==> config.mk <==
export PLATFORM = sky130hd
export DESIGN_NAME = ir_keypad_color_lock
export DESIGN_NICKNAME = d
export VERILOG_FILES = /design/src/hw/rtl/irkl_pkg.sv /design/src/hw/rtl/irkl_frame.sv /design/src/hw/rtl/irkl_keypad.sv /design/src/hw/rtl/ir_keypad_color_lock.sv
export SDC_FILE = /design/constraint.sdc
export NUM_CORES = 1
export LEC_CHECK = 0
export ABC_CLOCK_PERIOD_IN_PS = 5900
export BUFFER_PORTS_ARGS = -buffer_cell sky130_fd_sc_hd__buf_2
export CORE_MARGIN = 2
export CORE_UTILIZATION = 30
export CTS_BUF_LIST = sky130_fd_sc_hd__clkbuf_8 sky130_fd_sc_hd__clkbuf_16
export DETAILED_ROUTE_END_ITERATION = 6
export HOLD_SLACK_MARGIN = 0.03
export PLACE_DENSITY = 0.43
export SLEW_MARGIN = 20
export SYNTH_ARGS = -nofsm -noshare
export SYNTH_HDL_FRONTEND = slang
export SYNTH_HIERARCHICAL = 1
export SYNTH_SLANG_ARGS = --single-unit
==> constraint.sdc <==
create_clock -name clk -period 5.9 [get_ports clk]
set_clock_uncertainty 0.1 [all_clocks]
set_input_delay 0.295 -clock clk [delete_from_list [all_inputs] [get_ports clk]]
set_output_delay 0.295 -clock clk [all_outputs]
set_load 0.02 [all_outputs]
==> src/hw/rtl/irkl_pkg.sv <==
// ----------------------------------------------------------------------------
// irkl_pkg
// Shared types, register indexes, key codes and helpers for the IR keypad
// color lock.
// ----------------------------------------------------------------------------
package irkl_pkg;

  // Default PIN length
  localparam int PIN_DIGITS_DEF = 4;

  // Configuration port geometry
  localparam int CFG_IDX_W  = 3;
  localparam int CFG_DATA_W = 16;

  localparam logic [CFG_IDX_W-1:0] CFG_IDX_HDR_MARK_MIN  = 3'd0;
  localparam logic [CFG_IDX_W-1:0] CFG_IDX_HDR_MARK_MAX  = 3'd1;
  localparam logic [CFG_IDX_W-1:0] CFG_IDX_HDR_SPACE_MIN = 3'd2;
  localparam logic [CFG_IDX_W-1:0] CFG_IDX_HDR_SPACE_MAX = 3'd3;
  localparam logic [CFG_IDX_W-1:0] CFG_IDX_ONE_THRESH    = 3'd4;
  localparam logic [CFG_IDX_W-1:0] CFG_IDX_UNLOCK_CODE   = 3'd5;

  // Register reset values
  localparam logic [14:0] HDR_MARK_MIN_RST  = 15'd8000;
  localparam logic [14:0] HDR_MARK_MAX_RST  = 15'd10000;
  localparam logic [14:0] HDR_SPACE_MIN_RST = 15'd4000;
  localparam logic [14:0] HDR_SPACE_MAX_RST = 15'd5000;
  localparam logic [14:0] ONE_THRESH_RST    = 15'd1000;
  localparam logic [15:0] UNLOCK_CODE_RST   = 16'h1234;

  // Frame geometry
  localparam logic [5:0] SYM_IDX_MAX    = 6'd63;
  localparam logic [5:0] SYM_LAST_DATA  = 6'd32;
  localparam logic [5:0] SYM_MIN_FRAME  = 6'd33;
  localparam logic [7:0] CMD_CHECK      = 8'hFF;

  // Remote key codes
  localparam logic [7:0] KEY_STAR = 8'h16;
  localparam logic [7:0] KEY_HASH = 8'h0D;
  localparam logic [7:0] KEY_OK   = 8'h1C;

  localparam logic [7:0] KEY_D1 = 8'h45;
  localparam logic [7:0] KEY_D2 = 8'h46;
  localparam logic [7:0] KEY_D3 = 8'h47;
  localparam logic [7:0] KEY_D4 = 8'h44;
  localparam logic [7:0] KEY_D5 = 8'h40;
  localparam logic [7:0] KEY_D6 = 8'h43;
  localparam logic [7:0] KEY_D7 = 8'h07;
  localparam logic [7:0] KEY_D8 = 8'h15;
  localparam logic [7:0] KEY_D9 = 8'h09;
  localparam logic [7:0] KEY_D0 = 8'h19;

  localparam logic [7:0] LEVEL_MAX = 8'd255;

  // Color entry stage
  typedef enum logic [1:0] {
    STAGE_IDLE  = 2'd0,
    STAGE_RED   = 2'd1,
    STAGE_GREEN = 2'd2,
    STAGE_BLUE  = 2'd3
  } stage_t;

  typedef enum logic [1:0] {
    LOGIN_NONE   = 2'd0,
    LOGIN_ACCEPT = 2'd1,
    LOGIN_REJECT = 2'd2
  } login_t;

  typedef enum logic [1:0] {
    ARM_NONE    = 2'd0,
    ARM_LOGOUT  = 2'd1,
    ARM_REENTER = 2'd2
  } arm_t;

  // One IR symbol
  typedef struct packed {
    logic [14:0] mark_ticks;
    logic [14:0] space_ticks;
    logic        frame_end;
  } in_item_t;

  // One frame result
  typedef struct packed {
    logic       frame_ok;
    logic [7:0] key_code;
    logic       unlocked;
    logic [1:0] entry_stage;
    logic [7:0] entry_value;
    logic [7:0] red_level;
    logic [7:0] green_level;
    logic [7:0] blue_level;
    logic       color_written;
    logic [1:0] login_result;
    logic [1:0] arm_status;
  } out_item_t;

  // Decoder timing registers
  typedef struct packed {
    logic [14:0] hdr_mark_min;
    logic [14:0] hdr_mark_max;
    logic [14:0] hdr_space_min;
    logic [14:0] hdr_space_max;
    logic [14:0] one_thresh;
  } timing_cfg_t;

  // Frame decoder to keypad: one event per closed frame
  typedef struct packed {
    logic       valid;
    logic       ok;
    logic [7:0] key;
  } frame_ev_t;

  typedef struct packed {
    logic       hit;
    logic [3:0] value;
  } key_digit_t;

  // Map a remote key to a decimal digit
  function automatic key_digit_t key_digit(input logic [7:0] key);
    key_digit_t kd;
    kd.hit = 1'b1;
    case (key)
      KEY_D1:  kd.value = 4'd1;
      KEY_D2:  kd.value = 4'd2;
      KEY_D3:  kd.value = 4'd3;
      KEY_D4:  kd.value = 4'd4;
      KEY_D5:  kd.value = 4'd5;
      KEY_D6:  kd.value = 4'd6;
      KEY_D7:  kd.value = 4'd7;
      KEY_D8:  kd.value = 4'd8;
      KEY_D9:  kd.value = 4'd9;
      KEY_D0:  kd.value = 4'd0;
      default: begin
        kd.hit   = 1'b0;
        kd.value = 4'd0;
      end
    endcase
    return kd;
  endfunction

endpackage

==> src/hw/rtl/irkl_frame.sv <==
// ----------------------------------------------------------------------------
// irkl_frame
// NEC frame decoder: header check, 32-bit LSB-first shift, frame validation.
// ----------------------------------------------------------------------------
module irkl_frame (
  input  logic                 clk,
  input  logic                 rst_n,
  input  logic                 advance_i,
  input  irkl_pkg::in_item_t   item_i,
  input  irkl_pkg::timing_cfg_t cfg_i,
  output irkl_pkg::frame_ev_t  ev_o
);
  import irkl_pkg::*;

  logic [5:0]  idx_r, idx_nxt, idx_inc, idx_m1;
  logic        hdr_r, hdr_nxt, hdr_upd;
  logic [31:0] bits_r, bits_nxt, bits_upd;
  logic [7:0]  cmd, inv;
  logic        ok;

  // Per-symbol update
  always_comb begin
    hdr_upd  = hdr_r;
    bits_upd = bits_r;
    idx_m1   = idx_r - 6'd1;
    if (idx_r == 6'd0) begin
      hdr_upd = (item_i.mark_ticks >= cfg_i.hdr_mark_min) &&
                (item_i.mark_ticks <= cfg_i.hdr_mark_max) &&
                (item_i.space_ticks >= cfg_i.hdr_space_min) &&
                (item_i.space_ticks <= cfg_i.hdr_space_max);
    end else if (idx_r <= SYM_LAST_DATA) begin
      if (item_i.space_ticks > cfg_i.one_thresh) begin
        bits_upd[idx_m1[4:0]] = 1'b1;
      end
    end
    idx_inc = (idx_r != SYM_IDX_MAX) ? idx_r + 6'd1 : idx_r;
  end

  // Frame check on the closing symbol
  assign cmd = bits_upd[23:16];
  assign inv = bits_upd[31:24];
  assign ok  = (idx_inc >= SYM_MIN_FRAME) && hdr_upd && (bits_upd != 32'd0) &&
               ((cmd ^ inv) == CMD_CHECK);

  // Closing symbol clears the frame state
  always_comb begin
    if (item_i.frame_end) begin
      idx_nxt  = 6'd0;
      hdr_nxt  = 1'b0;
      bits_nxt = 32'd0;
    end else begin
      idx_nxt  = idx_inc;
      hdr_nxt  = hdr_upd;
      bits_nxt = bits_upd;
    end
  end

  always_ff @(posedge clk) begin
    if (!rst_n) begin
      idx_r  <= 6'd0;
      hdr_r  <= 1'b0;
      bits_r <= 32'd0;
    end else if (advance_i) begin
      idx_r  <= idx_nxt;
      hdr_r  <= hdr_nxt;
      bits_r <= bits_nxt;
    end
  end

  assign ev_o.valid = advance_i && item_i.frame_end;
  assign ev_o.ok    = ok;
  assign ev_o.key   = ok ? cmd : 8'd0;

endmodule

==> src/hw/rtl/irkl_keypad.sv <==
// ----------------------------------------------------------------------------
// irkl_keypad
// PIN lock and RGB entry sequencer driven by decoded remote keys.
// ----------------------------------------------------------------------------
module irkl_keypad #(
  parameter int PIN_DIGITS = irkl_pkg::PIN_DIGITS_DEF
) (
  input  logic                clk,
  input  logic                rst_n,
  input  irkl_pkg::frame_ev_t ev_i,
  input  logic [15:0]         unlock_code_i,
  output irkl_pkg::out_item_t res_o
);
  import irkl_pkg::*;

  localparam int CNT_W = $clog2(PIN_DIGITS + 1);

  logic [3:0]       digits_r [PIN_DIGITS];
  logic [3:0]       digits_nxt [PIN_DIGITS];
  logic [CNT_W-1:0] count_r, count_nxt;
  logic             boss_r, boss_nxt;
  logic             logout_r, logout_nxt;
  logic             reenter_r, reenter_nxt;
  stage_t           stage_r, stage_nxt;
  logic [7:0]       typed_r, typed_nxt;
  logic [7:0]       color_r [3];
  logic [7:0]       color_nxt [3];
  logic             pin_ok;
  logic [11:0]      typed_acc;
  key_digit_t       kd;
  login_t           login;
  logic             written;
  arm_t             arm;

  // PIN compare, first digit against top nibble
  always_comb begin
    pin_ok = 1'b1;
    for (int i = 0; i < PIN_DIGITS; i++) begin
      if (digits_r[i] != unlock_code_i[15 - 4*i -: 4]) pin_ok = 1'b0;
    end
  end

  assign kd        = key_digit(ev_i.key);
  assign typed_acc = {4'd0, typed_r} * 12'd10 + {8'd0, kd.value};

  // Key handling
  always_comb begin
    digits_nxt  = digits_r;
    count_nxt   = count_r;
    boss_nxt    = boss_r;
    logout_nxt  = logout_r;
    reenter_nxt = reenter_r;
    stage_nxt   = stage_r;
    typed_nxt   = typed_r;
    color_nxt   = color_r;
    login       = LOGIN_NONE;
    written     = 1'b0;
    if (ev_i.valid && ev_i.ok) begin
      if (ev_i.key == KEY_STAR) begin
        // arm logout
        if (boss_r) begin
          logout_nxt  = 1'b1;
          reenter_nxt = 1'b0;
        end
      end else if (ev_i.key == KEY_HASH) begin
        if (boss_r && logout_r) begin
          boss_nxt    = 1'b0;
          logout_nxt  = 1'b0;
          reenter_nxt = 1'b0;
          stage_nxt   = STAGE_IDLE;
          typed_nxt   = 8'd0;
          count_nxt   = '0;
        end else if (boss_r && reenter_r) begin
          reenter_nxt = 1'b0;
          stage_nxt   = STAGE_RED;
          typed_nxt   = 8'd0;
        end else if (boss_r) begin
          reenter_nxt = 1'b1;
        end
      end else if (kd.hit) begin
        logout_nxt  = 1'b0;
        reenter_nxt = 1'b0;
        if (stage_r == STAGE_IDLE) begin
          // PIN digit; extra digits are dropped
          for (int i = 0; i < PIN_DIGITS; i++) begin
            if (count_r == CNT_W'(i)) digits_nxt[i] = kd.value;
          end
          if (count_r < CNT_W'(PIN_DIGITS)) count_nxt = count_r + CNT_W'(1);
        end else begin
          typed_nxt = (typed_acc > {4'd0, LEVEL_MAX}) ? LEVEL_MAX : typed_acc[7:0];
        end
      end else if (ev_i.key == KEY_OK) begin
        if (stage_r == STAGE_IDLE) begin
          if (!boss_r) begin
            if (pin_ok) begin
              boss_nxt  = 1'b1;
              stage_nxt = STAGE_RED;
              typed_nxt = 8'd0;
              login     = LOGIN_ACCEPT;
            end else begin
              login = LOGIN_REJECT;
            end
            count_nxt = '0;
          end
        end else begin
          typed_nxt = 8'd0;
          unique case (stage_r)
            STAGE_RED: begin
              color_nxt[0] = typed_r;
              stage_nxt    = STAGE_GREEN;
            end
            STAGE_GREEN: begin
              color_nxt[1] = typed_r;
              stage_nxt    = STAGE_BLUE;
            end
            STAGE_BLUE: begin
              color_nxt[2] = typed_r;
              stage_nxt    = STAGE_IDLE;
              written      = 1'b1;
            end
            default: stage_nxt = stage_r;
          endcase
        end
      end
    end
  end

  always_ff @(posedge clk) begin
    if (!rst_n) begin
      for (int i = 0; i < PIN_DIGITS; i++) digits_r[i] <= 4'hF;
      count_r   <= '0;
      boss_r    <= 1'b0;
      logout_r  <= 1'b0;
      reenter_r <= 1'b0;
      stage_r   <= STAGE_IDLE;
      typed_r   <= 8'd0;
      for (int i = 0; i < 3; i++) color_r[i] <= 8'd0;
    end else if (ev_i.valid) begin
      digits_r  <= digits_nxt;
      count_r   <= count_nxt;
      boss_r    <= boss_nxt;
      logout_r  <= logout_nxt;
      reenter_r <= reenter_nxt;
      stage_r   <= stage_nxt;
      typed_r   <= typed_nxt;
      color_r   <= color_nxt;
    end
  end

  // Result reflects state after the key
  assign arm = logout_nxt ? ARM_LOGOUT : (reenter_nxt ? ARM_REENTER : ARM_NONE);

  assign res_o.frame_ok      = ev_i.ok;
  assign res_o.key_code      = ev_i.key;
  assign res_o.unlocked      = boss_nxt;
  assign res_o.entry_stage   = stage_nxt;
  assign res_o.entry_value   = typed_nxt;
  assign res_o.red_level     = color_nxt[0];
  assign res_o.green_level   = color_nxt[1];
  assign res_o.blue_level    = color_nxt[2];
  assign res_o.color_written = written;
  assign res_o.login_result  = login;
  assign res_o.arm_status    = arm;

endmodule

==> src/hw/rtl/ir_keypad_color_lock.sv <==
// ----------------------------------------------------------------------------
// ir_keypad_color_lock
// NEC IR remote decoder driving a PIN lock and RGB color entry.
// ----------------------------------------------------------------------------
// One IR symbol is taken per clock cycle while in_stall is low. A symbol goes
// into the input register, is decoded and applied to the lock, and a frame
// that closes there puts its result in the output register. Symbols that do
// not close a frame never wait in the input register; a closing symbol waits
// there only while the previous result is held in the output register, and
// for as long as it waits in_stall is high. Timing registers and the PIN are
// written through the cfg port; the user must write them only while no frame
// is in flight, as the block itself does not enforce it.
module ir_keypad_color_lock #(
  parameter int PIN_DIGITS = irkl_pkg::PIN_DIGITS_DEF
) (
  input  logic                                clk,
  input  logic                                rst_n,
  input  logic                                in_valid,
  output logic                                in_stall,
  input  irkl_pkg::in_item_t                  in_data,
  output logic                                out_valid,
  input  logic                                out_stall,
  output irkl_pkg::out_item_t                 out_data,
  input  logic                                cfg_we,
  input  logic [irkl_pkg::CFG_IDX_W-1:0]      cfg_index,
  input  logic [irkl_pkg::CFG_DATA_W-1:0]     cfg_wdata
);
  import irkl_pkg::*;

  timing_cfg_t timing_r, timing_nxt;
  logic [15:0] unlock_r, unlock_nxt;
  logic        s1_valid_r, s1_valid_nxt;
  in_item_t    s1_item_r;
  logic        s1_block, s1_fire, in_accept;
  logic        out_valid_r, out_valid_nxt;
  out_item_t   out_data_r;
  frame_ev_t   ev;
  out_item_t   res;

  // Configuration register writes
  always_comb begin
    timing_nxt = timing_r;
    unlock_nxt = unlock_r;
    if (cfg_we) begin
      unique case (cfg_index)
        CFG_IDX_HDR_MARK_MIN:  timing_nxt.hdr_mark_min  = cfg_wdata[14:0];
        CFG_IDX_HDR_MARK_MAX:  timing_nxt.hdr_mark_max  = cfg_wdata[14:0];
        CFG_IDX_HDR_SPACE_MIN: timing_nxt.hdr_space_min = cfg_wdata[14:0];
        CFG_IDX_HDR_SPACE_MAX: timing_nxt.hdr_space_max = cfg_wdata[14:0];
        CFG_IDX_ONE_THRESH:    timing_nxt.one_thresh    = cfg_wdata[14:0];
        CFG_IDX_UNLOCK_CODE:   unlock_nxt               = cfg_wdata;
        default:               unlock_nxt               = unlock_r;
      endcase
    end
  end

  always_ff @(posedge clk) begin
    if (!rst_n) begin
      timing_r.hdr_mark_min  <= HDR_MARK_MIN_RST;
      timing_r.hdr_mark_max  <= HDR_MARK_MAX_RST;
      timing_r.hdr_space_min <= HDR_SPACE_MIN_RST;
      timing_r.hdr_space_max <= HDR_SPACE_MAX_RST;
      timing_r.one_thresh    <= ONE_THRESH_RST;
      unlock_r               <= UNLOCK_CODE_RST;
    end else begin
      timing_r <= timing_nxt;
      unlock_r <= unlock_nxt;
    end
  end

  // Input register: a closing item waits only while the result is held
  assign s1_block  = s1_item_r.frame_end && out_valid_r && out_stall;
  assign s1_fire   = s1_valid_r && !s1_block;
  assign in_stall  = s1_valid_r && s1_block;
  assign in_accept = in_valid && !in_stall;

  assign s1_valid_nxt = in_accept ? 1'b1 : (s1_fire ? 1'b0 : s1_valid_r);

  always_ff @(posedge clk) begin
    if (!rst_n) begin
      s1_valid_r <= 1'b0;
    end else begin
      s1_valid_r <= s1_valid_nxt;
    end
  end

  always_ff @(posedge clk) begin
    if (in_accept) s1_item_r <= in_data;
  end

  irkl_frame u_frame (
    .clk       (clk),
    .rst_n     (rst_n),
    .advance_i (s1_fire),
    .item_i    (s1_item_r),
    .cfg_i     (timing_r),
    .ev_o      (ev)
  );

  irkl_keypad #(
    .PIN_DIGITS (PIN_DIGITS)
  ) u_keypad (
    .clk           (clk),
    .rst_n         (rst_n),
    .ev_i          (ev),
    .unlock_code_i (unlock_r),
    .res_o         (res)
  );

  // Result register
  assign out_valid_nxt = ev.valid ? 1'b1 : (out_stall ? out_valid_r : 1'b0);

  always_ff @(posedge clk) begin
    if (!rst_n) begin
      out_valid_r <= 1'b0;
    end else begin
      out_valid_r <= out_valid_nxt;
    end
  end

  always_ff @(posedge clk) begin
    if (ev.valid) out_data_r <= res;
  end

  assign out_valid = out_valid_r;
  assign out_data  = out_data_r;

  // Checks
  a_close_lands: assert property (@(posedge clk) disable iff (!rst_n)
    ev.valid |=> out_valid_r)
    else $error("closed frame did not reach the result register");

  a_stall_cause: assert property (@(posedge clk) disable iff (!rst_n)
    in_stall |-> (s1_valid_r && s1_item_r.frame_end && out_valid_r))
    else $error("input stalled without a held result");

  a_no_overwrite: assert property (@(posedge clk) disable iff (!rst_n)
    (out_valid_r && out_stall) |-> !ev.valid)
    else $error("held result overwritten");

  a_written_idle: assert property (@(posedge clk) disable iff (!rst_n)
    (out_valid_r && out_data_r.color_written) |->
      (out_data_r.frame_ok && (out_data_r.entry_stage == STAGE_IDLE)))
    else $error("color committed outside idle stage");

  a_login_ok_key: assert property (@(posedge clk) disable iff (!rst_n)
    (out_valid_r && (out_data_r.login_result != LOGIN_NONE)) |->
      (out_data_r.frame_ok && (out_data_r.key_code == KEY_OK)))
    else $error("login result without an OK key");

endmodule

==> results.toml, run 1 <==
[sta]
hold_violations = 0
post-route-period-util_pct = 93.0
min_period_ps = 5480
fmax_mhz = 182
finalMaxSlewViolations = 0
relSlewSlack_pct = 26.5
tightest_slew_ps = 1100
setup_viol = 0

[finish]
nFillCells = 4454
final_cell_mix = "dfxtp_1 (172), nand2_1 (139), ha_1 (105)"
diodes = 0
final_nets = 1644
register_area_um2 = 5850
final_common_cell = "dfxtp_1"
final_util_pct = 36.7
multi_input_area_um2 = 6870
areaGrowthSynthToFinish_pct = 20.8
drive_above_1_share_pct = 17.5
final_cell_area_um2 = 16200

[placed_design]
gp_congestion = 0.820
port_buffers = 105
place_area_um2 = 14600
dp_hpwl_um = 25000

[global_routing]
grt_pass1_wl_um = 55700
grt_usage_pct = 14.9
grt_pass1_vias = 10078
antenna_found_initial = 0
grt-ovfl-total = 0
grt_max_degree = 98

[detailed_routing]
drc = 4
drt_iter0_drc = 415
finalWirelength_um = 34700
wl_per_cell_um = 16.5
num_vias = 9974
vias_per_cell = 4.75
antenna_left = 0
firstDrtPassIters = 7

[synthesis]
synth-main-ff-cell = "dfxtp_1"
synth-seq-cells = 252
ys_types = 94
synthArstFlopShare_pct = 0
postSynthAreaPerCell_um2 = 10.0
ys_warn_count = 6
syn_area_um2 = 13400
syn_nets = 1500
synth-edff-count = 80
syn-instance-count = 1337
ys_seq_area_share_pct = 43.5

[worst_setup_path]
critPathLaunchType = "flip-flop"
crit_type = "reg2reg"
worstSetupEndpointType = "flip-flop"
worst-path-max-fanout = 14
cp_data_arrival_time_ps = 5710
crit_required_ps = 6120

[clock_tree]
clockBufferDepth = 3
clkTransAtPathRegs_ps = 60
ctsRootBufferMaster = "clkbuf_16"
cts.sinks = 252
cts_max_level = 1
clk_latency_ps = 580
cts_buffers = 31
cts_tree = "yes"

[power_and_ir_drop]
p_leak_nw = 7.08
peakVddDrop_uv = 220
fin_total_pwr_w = 0.00410
pwr_density_cell_nw_per_um2 = 253

[floorplan]
die_x_um = 216
pin_count = 106
die_h_um = 216
rows = 77
core-area_um2 = 44200
start_util_pct = 30.4
die_area_um2 = 46500

[job]
maxCapViolations = 0

[worst_hold_path]
hold_path_class = "in2reg"

[outcome]
violations = "DRC"
outcome = "finished, violations left"
## state kept, by name, summed over array words and instances, names as in the netlist, 2 cells and up
| register | flops |
|---|---|
| u_frame/bits_r | 16 |
| u_keypad/count_r | 3 |
| u_frame/idx_r | 6 |
| unlock_r | 16 |
| s1_item_r | 31 |
| u_keypad/color_r | 24 |
| timing_r | 75 |
| u_keypad/typed_r | 8 |
| u_keypad/stage_r | 2 |
| u_keypad/digits_r | 16 |
| out_data | 49 |
## layout make-up
type / instances / share of cell area [%]
multi-input combinational: 908 / 42.4
sequential: 252 / 36.1
timing repair buffer: 189 / 7.92
clock buffer: 38 / 5.52
tap: 592 / 4.57
inverter: 99 / 2.29
clock inverter: 20 / 1.24
## final timing paths
kind | start | end | slack, ps | depth (start not counted)
worst min-delay path | cfg_wdata[9] | unlock_r[9]$_SDFFE_PN1P_ | 40 | 3
worst min register to register | timing_r[46]$_SDFFE_PN0P_ | timing_r[46]$_SDFFE_PN0P_ | 360 | 2
worst max register to register | s1_item_r[13]$_DFFE_PP_ | out_data[33]$_DFFE_PP_ | 420 | 22
worst max-delay path | s1_item_r[13]$_DFFE_PP_ | out_data[33]$_DFFE_PP_ | 420 | 22
## per-stage QoR
stage          instances  setup slack, ps  TNS (ps)  hold slack, ps
3_3_place_gp        1991              335         0             345
6_report            2098              416         0            39.9
3_5_place_dp        1991              272         0             348
4_1_cts             2094              250         0            36.9
5_1_grt             2098            -29.1     -34.5            58.3
2_1_floorplan       1337              323         0             294
## cells in the mapped netlist (7+ instances only)
cell type  number  area share (%)
edfxtp_1       80              18
o21a_1          7            0.39
o21ai_0        38             1.4
nor2b_1        55             2.6
ha_1          106             9.9
dfxtp_1       172              26
a21o_1         15            0.84
o221ai_1       11            0.72
nor4_1         18            0.84
a211o_1         7            0.46
nand2b_1       14            0.65
buf_4          13            0.73
a21oi_1        54             2.0
nand2_1       139             3.9
nand3_1        20            0.75
and2_1         35             1.6
mux2_2         24             2.0
nand4_1        15            0.70
inv_1          98             2.7
clkbuf_1       40             1.1
a22oi_1         8            0.45
nor2_1         56             1.6
xor2_1         21             1.4
and3_1         11            0.51
o22ai_1         7            0.33
a211oi_1        8            0.45
mux2i_1       104             7.8
a31oi_1        19            0.89
buf_2          16            0.60
nor3_1         10            0.37
## report_power, final
group | leakage (nW) | switching (W) | internal, W
combinational | 4.29 | 0.000151 | 0.000112
clock | 0.556 | 0.000756 | 0.00124
sequential | 2.23 | 0.0000209 | 0.00182
## layer usage
| metal | track usage [%] | share of wire, % |
|---|---|---|
| met1 | 20.0 | 48 |
| met2 | 25.5 | 47 |
| met3 | 1.80 | 3.2 |
| met4 | 3.70 | 1.9 |
| met5 | 0 | 0 |
## critical path: stages (launching register included)
cell      delay, ps
edfxtp_1        450
ha_1            380
nand4_4         140
nor3_2          230
nor4_2           80
buf_4           190
a2111o_1        410
a222oi_1        360
o221ai_2        210
buf_4           190
nor4_2          210
buf_4           210
nor3b_2         220
a31oi_1          80
nor3_2          220
ha_1            280
a21o_1          180
a21oi_1         180
nor2_1           90
a21o_1          210
a21o_2          310
o21ai_0         180
a22oi_1         100
## kinds of logic (layout without fill, tap and decap cells)
family	count (synthesis)	count (layout)	synth area share [%]
AOI/OAI and AO/OA	225	225	11.8
adders and majority gates	108	108	10.2
muxes	128	128	9.77
DFF	252	252	43.5
buffers and inverters	177	346	5.92
xor gates and xnor gates	26	26	1.75
and+or+nand+nor	421	421	17.1
## repair_timing
| action | 4_1_cts | 5_1_grt |
|---|---|---|
| hold endpoints to repair | 74 | 0 |
| hold buffers | 45 | 0 |
| gates resized for setup | 0 | 9 |
| setup endpoints to repair | 0 | 14 |
| setup buffers | 0 | 3 |
No activity file was read; power rests on OpenSTA's default activity.
==> inputs of run 2 (changes only) <==
--- a/config.mk
+++ b/config.mk
@@ -12,7 +12,6 @@
 export CTS_BUF_LIST = sky130_fd_sc_hd__clkbuf_8 sky130_fd_sc_hd__clkbuf_16
 export DETAILED_ROUTE_END_ITERATION = 6
 export HOLD_SLACK_MARGIN = 0.03
-export PLACE_DENSITY = 0.43
 export SLEW_MARGIN = 20
 export SYNTH_ARGS = -nofsm -noshare
 export SYNTH_HDL_FRONTEND = slang
==> run 2 against run 1 <==
Compared with the run above:
- the flow now finishes without violations
- die area stayed put
- sequential cell count stayed put
- sequential power hardly changed
- largest power group unchanged
==> results.toml, run 2 (synthesis results as in run 1) <==
[sta]
setup_ws_ps = 388
hold_violations = 0
fmax_mhz = 181
tightest_slew_ps = 1080
post-route-period-util_pct = 93.4
min_period_ps = 5510
finalMaxSlewViolations = 0
setup_viol = 0
relSlewSlack_pct = 28.1

[outcome]
outcome = "complete, no violations"

[power_and_ir_drop]
p_leak_nw = 7.00
peakVddDrop_uv = 226
pwr_density_cell_nw_per_um2 = 246

[clock_tree]
ctsRootBufferMaster = "clkbuf_16"
cts_buffers = 29
clk_latency_ps = 560
clockBufferDepth = 3
cts.sinks = 252
clkTransAtPathRegs_ps = 60
cts_max_level = 1
cts_tree = "yes"

[finish]
final_cell_mix = "dfxtp_1 (171), nand2_1 (139), mux2i_1 (104), buf_2 (104), ha_1 (104)"
areaGrowthSynthToFinish_pct = 19.8
diodes = 0
final_util_pct = 36.4
final_cells = 2088
largest_reg_flops = 75
drive_above_1_share_pct = 17.4
final_nets = 1637
nFillCells = 4443
top_register = "timing_r"
final_common_cell = "dfxtp_1"

[detailed_routing]
antenna_left = 0
wl_per_cell_um = 15.8
firstDrtPassIters = 7
drt_iter0_drc = 494
drc = 0
finalWirelength_um = 32900
vias_per_cell = 4.83
num_vias = 10076

[global_routing]
antenna_found_initial = 0
grt-ovfl-total = 0
grt_usage_pct = 14.2
grt_max_degree = 112
grt_pass1_vias = 9952
grt_pass1_wl_um = 53800

[floorplan]
rows = 77
pin_count = 106
die_area_um2 = 46500
start_util_pct = 30.4
core-area_um2 = 44200
die_x_um = 216
die_h_um = 216

[placed_design]
dp_hpwl_um = 24000
gp_congestion = 0.846
port_buffers = 105
place_ws_ps = 222
placed_cells = 1985

[worst_setup_path]
critPathLaunchType = "flip-flop"
worst-path-max-fanout = 14
worstSetupEndpointType = "flip-flop"
cp_data_arrival_time_ps = 5700
crit_required_ps = 6090
crit_type = "reg2reg"

[job]
maxCapViolations = 0

[worst_hold_path]
hold_path_class = "in2reg"
run 2: cell types whose count changed in the layout (fill, tap and decap cells not counted), sizes merged:
cell	delta
buf	-5
clkbuf	-4
bufinv	-1
clkinv	+1
clkinvlp	-1
run 2: layer usage:
| layer | share of wire (%) | wire, um | GRT usage (%) |
|---|---|---|---|
| met5 | 0 | 0 | 0 |
| met4 | 2.3 | 762 | 3.56 |
| met3 | 3.9 | 1290 | 1.89 |
| met2 | 47 | 15300 | 23.8 |
| met1 | 47 | 15600 | 19.4 |
run 2: critical path: stages (launching register included):
cell and delay (ps):
edfxtp_1 430, ha_1 360, nand4_4 160, nor3_2 230, nor4_2 80, buf_4 180, a2111o_1 410, a222oi_1 330
o221ai_2 260, buf_4 200, nor4_1 230, buf_4 210, o21ai_0 150, a2111oi_4 430, ha_2 260, a21o_1 120
a21oi_1 90, nor2_2 140, nand4_1 190, a21o_4 310, o21ai_0 220, a22oi_1 130
run 2: worst paths after layout:
path                            depth (start not counted)                   endpoint  slack [ps]                      start
worst max-delay path                                   21     out_data[33]$_DFFE_PP_         390    s1_item_r[15]$_DFFE_PP_
worst min-delay path                                    3   timing_r[9]$_SDFFE_PN1P_         110               cfg_wdata[9]
worst max register to register                         21     out_data[33]$_DFFE_PP_         390    s1_item_r[15]$_DFFE_PP_
worst min register to register                          2  timing_r[43]$_SDFFE_PN0P_         360  timing_r[43]$_SDFFE_PN0P_
run 2: area by class of cell:
type	count	area, um^2	area share [%]
Inverter	99	372	2.31
Clock inverter	19	188	1.17
Timing Repair Buffer	184	1250	7.75
Tap cell	592	741	4.60
Sequential cell	252	5850	36.3
Clock buffer	34	806	5.01
Multi-Input combinational cell	908	6890	42.8
run 2: per-stage QoR:
| stage | hold slack (ps) | power, W | TNS [ps] | instance area, um^2 |
|---|---|---|---|---|
| 5_1_grt | 83.6 | 0.00410 | -5.31 | 16100 |
| 3_5_place_dp | 351 | 0.00211 | 0 | 14500 |
| 3_3_place_gp | 345 | 0.00210 | 0 | 14500 |
| 6_report | 106 | 0.00395 | 0 | 16100 |
| 4_1_cts | 54.7 | 0.00400 | 0 | 16000 |
| 2_1_floorplan | 294 | 0.00202 | 0 | 13400 |
run 2: what timing repair did:
item,4_1_cts,5_1_grt
hold buffers,45,0
setup endpoints to repair,0,14
endpoints found under the hold margin,73,0
gates resized for setup,0,15
setup buffers,0,5
run 2: power breakdown:
| part | switching [W] | total (W) | internal, W |
|---|---|---|---|
| combinational | 0.000148 | 0.000258 | 0.000110 |
| clock | 0.000745 | 0.00185 | 0.00111 |
| sequential | 0.0000225 | 0.00184 | 0.00182 |
| total | 0.000916 | 0.00395 | 0.00303 |
==> inputs of run 3 (changes only) <==
--- a/config.mk
+++ b/config.mk
@@ -5,12 +5,14 @@
 export SDC_FILE = /design/constraint.sdc
 export NUM_CORES = 1
 export LEC_CHECK = 0
+export ABC_AREA = 1
 export ABC_CLOCK_PERIOD_IN_PS = 5900
 export BUFFER_PORTS_ARGS = -buffer_cell sky130_fd_sc_hd__buf_2
 export CORE_MARGIN = 2
 export CORE_UTILIZATION = 30
 export CTS_BUF_LIST = sky130_fd_sc_hd__clkbuf_8 sky130_fd_sc_hd__clkbuf_16
 export DETAILED_ROUTE_END_ITERATION = 6
+export GPL_ROUTABILITY_DRIVEN = 0
 export HOLD_SLACK_MARGIN = 0.03
 export SLEW_MARGIN = 20
 export SYNTH_ARGS = -nofsm -noshare
==> run 3 against run 2 <==
Compared with the run above:
- sequential cell count stayed put
- core utilization fell by 0.73 points
- first-iteration DRC count is 34% higher
- maximum frequency is 5.6% higher
- non-clock buffer count fell by 26
- via count increased by 12%
- critical path depth up 10
- synthesized cell count up 30%
- register-to-register slack improved by 290 ps
- highest routed layer unchanged
==> results.toml, run 3 <==
[synthesis]
yosys.area.top_type_share_pct = 25.1
ys_types = 48
netlist_top_cells_count = "nand2_1 (411), nor2_1 (241), inv_1 (225)"
synth_most_common_cell = "nand2_1"
syn_area_um2 = 13700
syn_nets = 1905
ys_warn_count = 6
ys_seq_area_share_pct = 42.6
synth-main-ff-cell = "dfxtp_1"
synth_top_cell_by_area = "dfxtp_1"
synth-seq-cells = 252
synth.area.top_cells = "dfxtp_1 (25%), edfxtp_1 (17%), nand2_1 (11%)"
synth-edff-count = 80
postSynthAreaPerCell_um2 = 7.89
synthArstFlopShare_pct = 0
syn-instance-count = 1742

[power_and_ir_drop]
fin_total_pwr_w = 0.00398
pwr-share-comb_pct = 7.6
p_sw_share_pct = 23.5
p_leak_nw = 7.57
intPower_w = 0.00304
seqPwrFrac_pct = 46.5
clkPwrFrac_pct = 45.9
p_sw_w = 0.000936
pwr_density_cell_nw_per_um2 = 246
peakVddDrop_uv = 226

[sta]
rsz0062_at_grt = "no"
fmax_mhz = 192
tightest_slew_ps = 1030
post-route-period-util_pct = 88.5
setup_viol = 0
min_period_ps = 5220
hold_violations = 0
relSlewSlack_pct = 31.1
finalMaxSlewViolations = 0
final.setup.tns_ps = 0
setup_ws_ps = 680

[worst_setup_path]
crit_type = "reg2reg"
r2r.worst_path.cells = 31
crit_path_top_delay_cell = "dfxtp_1"
startpoint = "u_frame/idx_r[0]$_SDFFE_PN0P_"
crit_required_ps = 6090
cp_data_arrival_time_ps = 5410
r2r_setup_slack_ps = 680
crit_end = "out_data[29]$_DFFE_PP_"
critPathLaunchType = "flip-flop"
worstSetupEndpointType = "flip-flop"
worst-path-max-fanout = 9
rr_endpoint = "out_data[29]$_DFFE_PP_"
cpMostUsedCell = "nand2_1"
critical-path-max-stage-delay_ps = 430
timing.rr.start = "u_frame/idx_r[0]$_SDFFE_PN0P_"

[global_routing]
antenna_found_initial = 0
grt_usage_pct = 13.7
grt_pass1_wl_um = 53400
grt-ovfl-total = 0
grt_pass1_vias = 10693
grt_max_degree = 100

[detailed_routing]
firstDrtPassIters = 5
drt_iter0_drc = 660
num_vias = 11272
antenna_left = 0
finalWirelength_um = 32700
vias_per_cell = 4.52
wl_per_cell_um = 13.1
drc = 0

[finish]
final_util_pct = 35.6
multi_input_area_um2 = 6570
nFillCells = 4674
register_area_um2 = 5850
final_cell_mix = "nand2_1 (411), nor2_1 (240), inv_1 (229)"
top_register = "timing_r"
final_common_cell = "nand2_1"
final_nets = 2033
final_cell_area_um2 = 16100
drive_above_1_share_pct = 15.3
largest_reg_flops = 75
areaGrowthSynthToFinish_pct = 17.5
diodes = 0

[clock_tree]
cts.sinks = 252
cts_buffers = 28
clkTransAtPathRegs_ps = 60
clk_latency_ps = 560
ctsRootBufferMaster = "clkbuf_16"
ctsResizeCount = 0
cts_tree = "yes"
clockBufferDepth = 3
postCtsHoldBufs = 50
postCtsSetupBuffers = 0
cts_max_level = 1

[worst_hold_path]
hold_path_class = "in2reg"
min_from = "cfg_index[2]"

[placed_design]
place_ws_ps = 764
place_area_um2 = 14700
dp_hpwl_um = 24000
port_buffers = 105

[floorplan]
die_h_um = 218
core-area_um2 = 45300
die_area_um2 = 47500
rows = 78
pin_count = 106
start_util_pct = 30.3
die_x_um = 218

[job]
maxCapViolations = 0

[outcome]
outcome = "complete, no violations"
run 3: cell types whose count changed after synthesis, moves of 24 or more:
cell / before / now
nand3_1: 20 / 92
mux2i_1: 104 / 0
mux2_2: 24 / 0
nor2_1: 56 / 241
nand2_1: 139 / 411
inv_1: 98 / 225
and2_1: 35 / 2
nor2b_1: 55 / 0
inv_2: 0 / 27
a21oi_1: 54 / 86
run 3: metal layers:
layer | up-vias | global-route usage (%) | routed length, um
met3 | 57 | 2.18 | 1520
met4 | 0 | 3.81 | 809
met5 | - | 0 | 0
met2 | 226 | 23.3 | 15200
met1 | 5145 | 18.0 | 15200
li1 | 5844 | - | -
run 3: cell type report:
cell class                 count  area share (%)
clock inverter                19            1.09
multi-input combinational   1178            40.7
sequential                   252            36.2
timing repair buffer         158            6.51
inverter                     252            5.86
tap                          600            4.65
clock buffer                  33            4.98
run 3: power by group through the flow:
stage | Sequential (W) | Combinational (W) | Clock (W)
2_1_floorplan | 0.00188 | 0.000189 | 0
3_3_place_gp | 0.00189 | 0.000266 | 0
3_5_place_dp | 0.00189 | 0.000274 | 0
4_1_cts | 0.00185 | 0.000301 | 0.00187
5_1_grt | 0.00185 | 0.000343 | 0.00194
6_report | 0.00185 | 0.000301 | 0.00183
run 3: worst min-delay path by stage:
stage	cells past startpoint	slack, ps	to
floorplan	0	290	s1_item_r[0]$_DFFE_PP_
detailed placement	2	350	u_frame/bits_r[25]$_SDFFE_PN0P_
finish	5	100	timing_r[33]$_SDFFE_PN0P_
global placement	2	340	timing_r[41]$_SDFFE_PN1P_
global route	5	130	timing_r[43]$_SDFFE_PN0P_
CTS	5	70	timing_r[30]$_SDFFE_PN0P_
run 3: worst max-delay path: cells and delay by family, from the launching register on:
kind | cells | cell delay (ps)
DFF | 1 | 430
and+or+nand+nor | 22 | 2700
AOI/OAI and AO/OA | 1 | 140
buffers and inverters | 4 | 450
adders and majority gates | 3 | 960
xor gates and xnor gates | 1 | 190
run 3: cells by family (layout without fill, tap and decap cells):
| logic type | count (synthesis) | after routing | share of synthesized area (%) |
|---|---|---|---|
| compound gates | 201 | 201 | 8.96 |
| xor+xnor | 6 | 6 | 0.437 |
| fa+ha+maj | 108 | 108 | 9.95 |
| buf+inv | 312 | 462 | 9.64 |
| flops | 252 | 252 | 42.6 |
| simple gates | 863 | 863 | 28.5 |
run 3: stage by stage:
step / hold slack (ps) / cells
after global placement: 342 / 2390
final: 99.2 / 2492
after global routing: 127 / 2492
after CTS: 74.1 / 2492
after detailed placement: 347 / 2390
after floorplan: 294 / 1742
